===== config.mk =====
export PLATFORM = sky130hd
export DESIGN_NAME = camera_target_alignment_qualifier
export DESIGN_NICKNAME = d
export VERILOG_FILES = /design/src/rtl/cta_pkg.sv /design/src/rtl/cta_regs.sv /design/src/rtl/cta_front.sv /design/src/rtl/cta_queue.sv /design/src/rtl/cta_back.sv /design/src/rtl/camera_target_alignment_qualifier.sv
export SDC_FILE = /design/constraint.sdc
export NUM_CORES = 1
export LEC_CHECK = 0
export BUFFER_PORTS_ARGS = -buffer_cell sky130_fd_sc_hd__buf_2
export CORE_ASPECT_RATIO = 1.5
export CORE_MARGIN = 8
export CORE_UTILIZATION = 35
export CTS_CLUSTER_SIZE = 28
export DETAILED_ROUTE_END_ITERATION = 10
export SLEW_MARGIN = 0
export SYNTH_ARGS = -nofsm -noshare
export SYNTH_HDL_FRONTEND = slang
export SYNTH_SLANG_ARGS = --single-unit

===== constraint.sdc =====
create_clock -name clk -period 6.2 [get_ports clk]
set_input_delay 0.93 -clock clk [delete_from_list [all_inputs] [get_ports clk]]
set_output_delay 0.93 -clock clk [all_outputs]
set_load 0.1 [all_outputs]

===== src/rtl/cta_pkg.sv =====
// ----------------------------------------------------------------------------
// cta_pkg
// Shared types, codes and constants of the camera target alignment qualifier.
// ----------------------------------------------------------------------------
package cta_pkg;

  localparam logic [7:0]  KIND_BLOB   = 8'h01 << 0;
  localparam logic [7:0]  KIND_RING   = 8'h01 << 4;
  localparam logic [3:0]  BLOB_DWELL  = 4'd3;
  localparam logic [3:0]  RING_DWELL  = 4'd3;
  localparam logic [15:0] STILL_LIMIT = 16'd5;

  localparam int IN_W  = 40;
  localparam int OUT_W = 48;

  typedef enum logic [1:0] {
    MODE_BLOB_CAL  = 2'd0,
    MODE_BLOB_GRAB = 2'd1,
    MODE_RING_CAL  = 2'd2,
    MODE_IDLE      = 2'd3
  } mode_t;

  typedef enum logic [1:0] {
    EV_NONE    = 2'd0,
    EV_ALIGNED = 2'd1,
    EV_CORRECT = 2'd2
  } evt_code_t;

  typedef enum logic [2:0] {
    REG_MODE            = 3'd0,
    REG_BLOB_CENTRE_X   = 3'd1,
    REG_BLOB_CENTRE_Y   = 3'd2,
    REG_BLOB_TOL_FINE   = 3'd3,
    REG_BLOB_TOL_COARSE = 3'd4,
    REG_RING_CENTRE_X   = 3'd5,
    REG_RING_CENTRE_Y   = 3'd6,
    REG_RING_TOL        = 3'd7
  } reg_idx_t;

  typedef struct packed {
    mode_t       mode;
    logic [15:0] blob_centre_x;
    logic [15:0] blob_centre_y;
    logic [7:0]  blob_tol_fine;
    logic [7:0]  blob_tol_coarse;
    logic [15:0] ring_centre_x;
    logic [15:0] ring_centre_y;
    logic [7:0]  ring_tol;
  } cfg_t;

  typedef struct packed {
    evt_code_t   evt;
    logic        dir_x;
    logic [15:0] mag_x;
    logic        dir_y;
    logic [15:0] mag_y;
  } cmd_t;

  function automatic logic [15:0] absdiff16(input logic [15:0] a, input logic [15:0] b);
    absdiff16 = (a >= b) ? (a - b) : (b - a);
  endfunction

endpackage


===== src/rtl/cta_regs.sv =====
// ----------------------------------------------------------------------------
// cta_regs
// Configuration register file behind the APB-style port.
// ----------------------------------------------------------------------------
module cta_regs
  import cta_pkg::*;
(
  input  logic        clk,
  input  logic        rst,
  input  logic        psel,
  input  logic        penable,
  input  logic        pwrite,
  input  logic [4:0]  paddr,
  input  logic [31:0] pwdata,
  output logic [31:0] prdata,
  output logic        pready,
  output cfg_t        cfg
);

  reg_idx_t idx;
  logic     wr;

  assign pready = 1'b1;
  assign idx    = reg_idx_t'(paddr[4:2]);
  assign wr     = psel && penable && pwrite;

  always_ff @(posedge clk) begin
    if (rst) begin
      cfg.mode            <= MODE_IDLE;
      cfg.blob_centre_x   <= 16'd175;
      cfg.blob_centre_y   <= 16'd110;
      cfg.blob_tol_fine   <= 8'd10;
      cfg.blob_tol_coarse <= 8'd30;
      cfg.ring_centre_x   <= 16'd138;
      cfg.ring_centre_y   <= 16'd108;
      cfg.ring_tol        <= 8'd1;
    end else if (wr) begin
      case (idx)
        REG_MODE:            cfg.mode            <= mode_t'(pwdata[1:0]);
        REG_BLOB_CENTRE_X:   cfg.blob_centre_x   <= pwdata[15:0];
        REG_BLOB_CENTRE_Y:   cfg.blob_centre_y   <= pwdata[15:0];
        REG_BLOB_TOL_FINE:   cfg.blob_tol_fine   <= pwdata[7:0];
        REG_BLOB_TOL_COARSE: cfg.blob_tol_coarse <= pwdata[7:0];
        REG_RING_CENTRE_X:   cfg.ring_centre_x   <= pwdata[15:0];
        REG_RING_CENTRE_Y:   cfg.ring_centre_y   <= pwdata[15:0];
        REG_RING_TOL:        cfg.ring_tol        <= pwdata[7:0];
        default: ;
      endcase
    end
  end

  always_comb begin
    case (idx)
      REG_MODE:            prdata = {30'd0, cfg.mode};
      REG_BLOB_CENTRE_X:   prdata = {16'd0, cfg.blob_centre_x};
      REG_BLOB_CENTRE_Y:   prdata = {16'd0, cfg.blob_centre_y};
      REG_BLOB_TOL_FINE:   prdata = {24'd0, cfg.blob_tol_fine};
      REG_BLOB_TOL_COARSE: prdata = {24'd0, cfg.blob_tol_coarse};
      REG_RING_CENTRE_X:   prdata = {16'd0, cfg.ring_centre_x};
      REG_RING_CENTRE_Y:   prdata = {16'd0, cfg.ring_centre_y};
      REG_RING_TOL:        prdata = {24'd0, cfg.ring_tol};
      default:             prdata = 32'd0;
    endcase
  end

endmodule


===== src/rtl/cta_front.sv =====
// ----------------------------------------------------------------------------
// cta_front
// Accepts camera reports, classifies them by mode and updates the dwell and
// last-position state; emits one command per report.
// ----------------------------------------------------------------------------
module cta_front
  import cta_pkg::*;
(
  input  logic        clk,
  input  logic        rst,
  input  cfg_t        cfg,
  input  logic        fire,
  input  logic [7:0]  report_kind,
  input  logic [15:0] pos_x,
  input  logic [15:0] pos_y,
  output cmd_t        cmd
);

  logic [15:0] last_x, last_y, last_x_next, last_y_next;
  logic [3:0]  dwell_count, dwell_count_next;

  logic        still;
  logic [3:0]  blob_step;
  logic [16:0] sum_x, sum_y, twoc_x, twoc_y, hdiff_x, hdiff_y;
  logic        hdir_x, hdir_y;
  logic        fine_in, coarse_in, ring_in;

  assign still = (absdiff16(pos_x, last_x) < STILL_LIMIT) &&
                 (absdiff16(pos_y, last_y) < STILL_LIMIT);
  assign blob_step = !still ? 4'd0 :
                     (dwell_count < BLOB_DWELL) ? dwell_count + 4'd1 : dwell_count;

  assign sum_x   = {1'b0, pos_x} + {1'b0, last_x};
  assign sum_y   = {1'b0, pos_y} + {1'b0, last_y};
  assign twoc_x  = {cfg.blob_centre_x, 1'b0};
  assign twoc_y  = {cfg.blob_centre_y, 1'b0};
  assign hdir_x  = sum_x < twoc_x;
  assign hdir_y  = sum_y < twoc_y;
  assign hdiff_x = hdir_x ? twoc_x - sum_x : sum_x - twoc_x;
  assign hdiff_y = hdir_y ? twoc_y - sum_y : sum_y - twoc_y;

  assign fine_in   = (absdiff16(pos_x, cfg.blob_centre_x) <= {8'd0, cfg.blob_tol_fine}) &&
                     (absdiff16(pos_y, cfg.blob_centre_y) <= {8'd0, cfg.blob_tol_fine});
  assign coarse_in = (absdiff16(pos_x, cfg.blob_centre_x) <= {8'd0, cfg.blob_tol_coarse}) &&
                     (absdiff16(pos_y, cfg.blob_centre_y) <= {8'd0, cfg.blob_tol_coarse});
  assign ring_in   = (absdiff16(pos_x, cfg.ring_centre_x) <= {8'd0, cfg.ring_tol}) &&
                     (absdiff16(pos_y, cfg.ring_centre_y) <= {8'd0, cfg.ring_tol});

  always_comb begin
    cmd              = '0;
    cmd.evt          = EV_NONE;
    last_x_next      = last_x;
    last_y_next      = last_y;
    dwell_count_next = dwell_count;
    case (cfg.mode)
      MODE_BLOB_CAL: begin
        if (report_kind == KIND_BLOB) begin
          dwell_count_next = blob_step;
          if (blob_step >= BLOB_DWELL) begin
            dwell_count_next = 4'd0;
            if (fine_in) begin
              cmd.evt = EV_ALIGNED;
            end else begin
              cmd.evt   = EV_CORRECT;
              cmd.dir_x = hdir_x;
              cmd.mag_x = hdiff_x[16:1];
              cmd.dir_y = hdir_y;
              cmd.mag_y = hdiff_y[16:1];
            end
          end
          last_x_next = pos_x;
          last_y_next = pos_y;
        end
      end
      MODE_BLOB_GRAB: begin
        if (report_kind == KIND_BLOB && coarse_in) begin
          cmd.evt = EV_ALIGNED;
        end
      end
      MODE_RING_CAL: begin
        if (report_kind == KIND_RING) begin
          if (ring_in) begin
            if (dwell_count < RING_DWELL) begin
              dwell_count_next = dwell_count + 4'd1;
            end else begin
              cmd.evt          = EV_ALIGNED;
              dwell_count_next = 4'd0;
            end
          end else begin
            dwell_count_next = 4'd0;
            cmd.evt          = EV_CORRECT;
            cmd.dir_x        = pos_x < cfg.ring_centre_x;
            cmd.mag_x        = absdiff16(pos_x, cfg.ring_centre_x);
            cmd.dir_y        = pos_y < cfg.ring_centre_y;
            cmd.mag_y        = absdiff16(pos_y, cfg.ring_centre_y);
          end
        end
      end
      default: ;
    endcase
  end

  always_ff @(posedge clk) begin
    if (rst) begin
      last_x      <= 16'd0;
      last_y      <= 16'd0;
      dwell_count <= 4'd0;
    end else if (fire) begin
      last_x      <= last_x_next;
      last_y      <= last_y_next;
      dwell_count <= dwell_count_next;
    end
  end

endmodule


===== src/rtl/cta_queue.sv =====
// ----------------------------------------------------------------------------
// cta_queue
// Short command queue between the classifier and the result stage.
// ----------------------------------------------------------------------------
module cta_queue
  import cta_pkg::*;
(
  input  logic clk,
  input  logic rst,
  input  logic push,
  input  cmd_t push_data,
  output logic full,
  input  logic pop,
  output cmd_t pop_data,
  output logic not_empty
);

  localparam int DEPTH = 4;

  cmd_t       mem [DEPTH];
  logic [1:0] wptr, rptr;
  logic [2:0] count;
  logic       do_push, do_pop;

  assign full      = count == 3'(DEPTH);
  assign not_empty = count != 3'd0;
  assign do_push   = push && !full;
  assign do_pop    = pop && not_empty;
  assign pop_data  = mem[rptr];

  always_ff @(posedge clk) begin
    if (do_push) begin
      mem[wptr] <= push_data;
    end
  end

  always_ff @(posedge clk) begin
    if (rst) begin
      wptr  <= 2'd0;
      rptr  <= 2'd0;
      count <= 3'd0;
    end else begin
      if (do_push) begin
        wptr <= wptr + 2'd1;
      end
      if (do_pop) begin
        rptr <= rptr + 2'd1;
      end
      case ({do_push, do_pop})
        2'b10:   count <= count + 3'd1;
        2'b01:   count <= count - 3'd1;
        default: ;
      endcase
    end
  end

endmodule


===== src/rtl/cta_back.sv =====
// ----------------------------------------------------------------------------
// cta_back
// Scales correction magnitudes by ten and holds the result in the output
// register until the transfer completes.
// ----------------------------------------------------------------------------
module cta_back
  import cta_pkg::*;
(
  input  logic               clk,
  input  logic               rst,
  input  logic               cmd_valid,
  input  cmd_t               cmd,
  output logic               cmd_pop,
  output logic               m_tvalid,
  input  logic               m_tready,
  output logic [OUT_W-1:0]   m_tdata
);

  logic [19:0] move_x, move_y;
  logic        load;

  assign move_x  = {1'b0, cmd.mag_x, 3'b000} + {3'b000, cmd.mag_x, 1'b0};
  assign move_y  = {1'b0, cmd.mag_y, 3'b000} + {3'b000, cmd.mag_y, 1'b0};
  assign load    = cmd_valid && (!m_tvalid || m_tready);
  assign cmd_pop = load;

  always_ff @(posedge clk) begin
    if (rst) begin
      m_tvalid <= 1'b0;
    end else if (load) begin
      m_tvalid <= 1'b1;
    end else if (m_tready) begin
      m_tvalid <= 1'b0;
    end
  end

  always_ff @(posedge clk) begin
    if (load) begin
      m_tdata <= {4'd0, move_y, cmd.dir_y, move_x, cmd.dir_x, cmd.evt};
    end
  end

endmodule


===== src/rtl/camera_target_alignment_qualifier.sv =====
// ----------------------------------------------------------------------------
// camera_target_alignment_qualifier
// Checks camera target reports against a configured centre and issues
// aligned events or position corrections.
// ----------------------------------------------------------------------------
// Every accepted report yields exactly one result. One report is accepted per
// clock cycle; a result passes through the command queue and the output register.
// The classifier decides each report in the cycle it is accepted, a four-entry
// command queue decouples it from the result register, and reports are held
// off only when that queue is full. Configure only while no report is in
// flight.
module camera_target_alignment_qualifier
  import cta_pkg::*;
(
  input  logic              clk,
  input  logic              rst,
  input  logic              s_tvalid,
  output logic              s_tready,
  input  logic [IN_W-1:0]   s_tdata,   // report_kind[7:0], pos_x[23:8], pos_y[39:24]
  output logic              m_tvalid,
  input  logic              m_tready,
  output logic [OUT_W-1:0]  m_tdata,   // event_res[1:0], dir_x[2], move_x[22:3],
                                       // dir_y[23], move_y[43:24], zero[47:44]
  input  logic              psel,
  input  logic              penable,
  input  logic              pwrite,
  input  logic [4:0]        paddr,
  input  logic [31:0]       pwdata,
  output logic [31:0]       prdata,
  output logic              pready
);

  cfg_t cfg;
  cmd_t front_cmd, queue_cmd;
  logic q_full, q_not_empty, q_pop, fire;

  assign s_tready = !q_full;
  assign fire     = s_tvalid && s_tready;

  cta_regs u_regs (
    .clk     (clk),
    .rst     (rst),
    .psel    (psel),
    .penable (penable),
    .pwrite  (pwrite),
    .paddr   (paddr),
    .pwdata  (pwdata),
    .prdata  (prdata),
    .pready  (pready),
    .cfg     (cfg)
  );

  cta_front u_front (
    .clk         (clk),
    .rst         (rst),
    .cfg         (cfg),
    .fire        (fire),
    .report_kind (s_tdata[7:0]),
    .pos_x       (s_tdata[23:8]),
    .pos_y       (s_tdata[39:24]),
    .cmd         (front_cmd)
  );

  cta_queue u_queue (
    .clk       (clk),
    .rst       (rst),
    .push      (fire),
    .push_data (front_cmd),
    .full      (q_full),
    .pop       (q_pop),
    .pop_data  (queue_cmd),
    .not_empty (q_not_empty)
  );

  cta_back u_back (
    .clk       (clk),
    .rst       (rst),
    .cmd_valid (q_not_empty),
    .cmd       (queue_cmd),
    .cmd_pop   (q_pop),
    .m_tvalid  (m_tvalid),
    .m_tready  (m_tready),
    .m_tdata   (m_tdata)
  );

endmodule

==> results by group <==
CTS
  – Clk root buf: clkbuf_16
  – Clk slew on worst S/H paths: 0.06 ns
  – CTS sink cnt: 322
  – Clk buf depth: 3
  – CTS tree: built
  – H-tree levels: 2
  – Number of post-CTS setup repair buffers: 0
  – Skew-Pair Late Insertion Delay: 0.59 ns
  – CTS buffer count: 37

Finish
  – Fin area: 33500 µm²
  – Area delta synth->final: 15.2%
  – Layout cells sized above 1: 0.166
  – Most common cell after layout, fill and taps aside: ha_1
  – Fillers: 8302
  – Cell Count, Final, Fillers Out: 4646
  – FF/Latch Area: 8310 µm²
  – Most frequent cells in the layout: 363 x ha_1, 334 x a21oi_1, 314 x nand2_1
  – Nets: 4031
  – Area taken by multi-input logic gates: 18900 µm²
  – Fin util: 0.406

Placement
  – Pre-CTS setup slack: -0.144 ns
  – DP Cell Count: 4572
  – Cell Area, Placed: 32200 µm²
  – GP Congestion: 1.00
  – Hpwl dp: 84700 µm
  – Port Buf Inserts: 125

Yosys
  – Post-synthesis async set-or-reset flop share: 0
  – Post-synth EDFFs: 186
  – Mapped Area: 29000 µm²
  – Cell variety after synth: 104
  – Post-Synth XOR/XNOR Area: 0.0488
  – Largest family of logic cells by synthesized area: compound AO/OA/AOI/OAI gates
  – Syn Inst Count: 3290
  – Synthesized flop and latch total: 322
  – Post-synthesis sequential area ratio: 0.286
  – Mean post-synth cell area: 8.83 µm²
  – Synth Area in Compound Gates: 0.224
  – Adder-cell area share of the yosys netlist: 0.171
  – Simple-gate share of the synthesized area: 0.139
  – Synth Flop Type: edfxtp_1
  – YS warnings: 0
  – Mux cell area share after synthesis: 0.0626

Route
  – Via density: 5.52
  – Antenna Nets Post-Route: 0
  – Detailed Routing Iterations Pass 1: 5
  – Routed via count: 25653
  – Total wire length: 102000 µm
  – DR WL/cell: 22.1 µm
  – Residual DRC count: 0
  – Initial detailed-routing violation count: 1945

Setup path
  – Crit start category: input pin
  – Worst r2r dst: u_queue.mem[0][10]$_DFFE_PP_
  – R2R Setup Slk: 0.49 ns
  – CP max FO: 10
  – Worst Setup End Kind: flop
  – RR Startpoint: u_regs.cfg[24]$_SDFFE_PP0P_
  – Critical path, cell by cell: buf_2 > inv_1 > ha_1 > inv_1 > fa_1 > a211oi_2 > o211a_1 > nor3_1 > o31a_1 > o211ai_1 > o31ai_1 > xnor2_1 > ha_1 > a21o_1 > a21oi_1 > nand3b_1 > a22o_1 > or4_1 > nor4_4 > a21oi_2 > buf_4 > o2bb2ai_1
  – Critical Path RT: 6.47 ns
  – Crit-path slowest cell: xnor2_1
  – Cells on worst reg2reg path: 20
  – Slowest cell delay on critical path: 0.64 ns
  – Setup CP Type: input pin to flop
  – CP Data Arrival Time: 6.12 ns

Power and ir drop
  – Max VDD drop: 503 µV
  – Power per Cell Area: 280 nW/µm²
  – LEAKAGE: 14.0 nW

Outcome
  – Status: finished, final reports clean

STA
  – RSZ-0062 raised after global routing: no
  – Final Skew: 0.0400 ns
  – Min Hold Slack: 0.477 ns
  – Final Hold Vio Count: 0
  – Post-layout min period: 5.85 ns
  – Worst-Margin Slew: 1.15 ns
  – Final setup margin: 0.345 ns
  – Fmax: 0.171 GHz
  – Final setup vio count: 0
  – Rel. slew slack: 0.224
  – Slew Limit Fails: 0
  – Period Utilization, post-route: 0.944

Floorplan
  – Top-level I/O count: 167
  – Core Footprint: 82300 µm²
  – Die ar.: 92700 µm²
  – Die X: 251 µm
  – Initial Util: 0.353
  – Rows: 129
  – Chip height: 369 µm

GRT
  – GRT Total Usage: 0.215
  – Grt total ovfl: 0
  – Largest net degree at the start of global routing: 74
  – First-pass GRT wire length: 154000 µm
  – Initial antenna violation count: 12
  – Vias in the first global route: 25276

Min path
  – Hold endpoint: u_regs.cfg[71]$_SDFFE_PP0P_
  – Worst hold path type: flop to flop
  – Hold Path Depth: 2
  – Hold_sp: u_regs.cfg[71]$_SDFFE_PP0P_

Flow run
  – Max_cap viols: 0
-- sequential cells by signal (all words and copies together), names as in the netlist, named ones only --
signal	count
u_queue.count	3
u_front.last_x	16
u_regs.cfg	90
u_queue.wptr	2
u_back.m_tvalid	1
u_front.dwell_count	4
u_queue.rptr	2
u_back.m_tdata	42
u_front.last_y	16
u_queue.mem	144
-- per-layer routing --
layer | vias up | GRT usage | share of wire
li1 | 12389 | - | -
met4 | 0 | 0.154 | 0.081
met1 | 12133 | 0.243 | 0.39
met5 | - | 0 | 0
met3 | 275 | 0.0280 | 0.050
met2 | 856 | 0.370 | 0.48
-- kinds of logic after synthesis --
family | count (synthesis)
XOR/XNOR | 162
multiplexers | 125
flip-flops | 322
adder cells (fa/ha/maj) | 384
buffers and inverters | 465
other | 2
AND/OR/NAND/NOR | 856
AO/OA/AOI/OAI | 974
-- synthesized netlist by cell type, types with 29 or more instances --
library cell,n,area share
buf_2,38,0.0065
o21bai_1,35,0.0090
nor2b_1,53,0.011
inv_1,288,0.037
a21oi_1,336,0.058
nor2_1,192,0.025
nand4_1,32,0.0069
nand2_1,314,0.041
xor2_1,53,0.016
a21o_1,76,0.020
mux2i_1,68,0.023
o21a_1,44,0.011
xnor2_1,109,0.033
nor3_1,63,0.011
ha_1,363,0.16
o211ai_1,47,0.012
edfxtp_1,186,0.19
o21ai_0,157,0.027
buf_4,29,0.0075
nand3_1,58,0.010
dfxtp_1,136,0.094
mux4_2,44,0.034
clkbuf_1,85,0.011
-- worst max-delay path: cells and delay by family --
kind                     cells  cell delay, ns
AND/OR/NAND/NOR              4            1.17
adder cells (fa/ha/maj)      3            0.97
AO/OA/AOI/OAI               10            1.83
buffers and inverters        4            0.54
XOR/XNOR                     1            0.64
-- where the power goes --
| part | switching, mW | internal, mW | leakage, nW |
|---|---|---|---|
| registers | 0.0947 | 2.70 | 2.94 |
| clock network | 1.01 | 1.23 | 0.594 |
| logic | 3.01 | 1.33 | 10.4 |
| total | 4.12 | 5.26 | 14.0 |
-- repair_timing --
| item | 4_1_cts | 5_1_grt |
|---|---|---|
| gates resized for setup | 0 | 2 |
| hold buffers | 0 | 0 |
| endpoints found under the hold margin | 0 | 0 |
| endpoints found under the setup margin | 0 | 8 |
-- cell type report --
class,count,area share
multi-input cells,2524,0.565
flip-flops and latches,322,0.248
repair buffers,388,0.0782
well taps,1048,0.0392
inverters,290,0.0325
clock buffers,42,0.0298
clock inverters,25,0.00673
diodes,7,0.000524
-- per-stage QoR --
step	total power, mW	setup TNS [ns]
global placement	7.14	-0.313
finish	9.38	0
global route	9.86	0
floorplan	6.12	0
detailed placement	7.18	-7.58
CTS	9.44	0
-- worst max-delay path by stage --
stage / startpoint / endpoint / slack, ns / cells after the start
after floorplan: s_tdata[9] / u_queue.mem[0][32]$_DFFE_PP_ / 0.27 / 24
after global placement: s_tdata[24] / u_queue.mem[0][10]$_DFFE_PP_ / -0.03 / 23
after detailed placement: s_tdata[24] / u_queue.mem[0][11]$_DFFE_PP_ / -0.14 / 25
after CTS: s_tdata[24] / u_queue.mem[0][11]$_DFFE_PP_ / 0.45 / 25
after global routing: s_tdata[24] / u_queue.mem[0][10]$_DFFE_PP_ / 0.03 / 24
final: s_tdata[8] / u_queue.mem[0][10]$_DFFE_PP_ / 0.35 / 22
No activity file was read; power rests on OpenSTA's default activity.
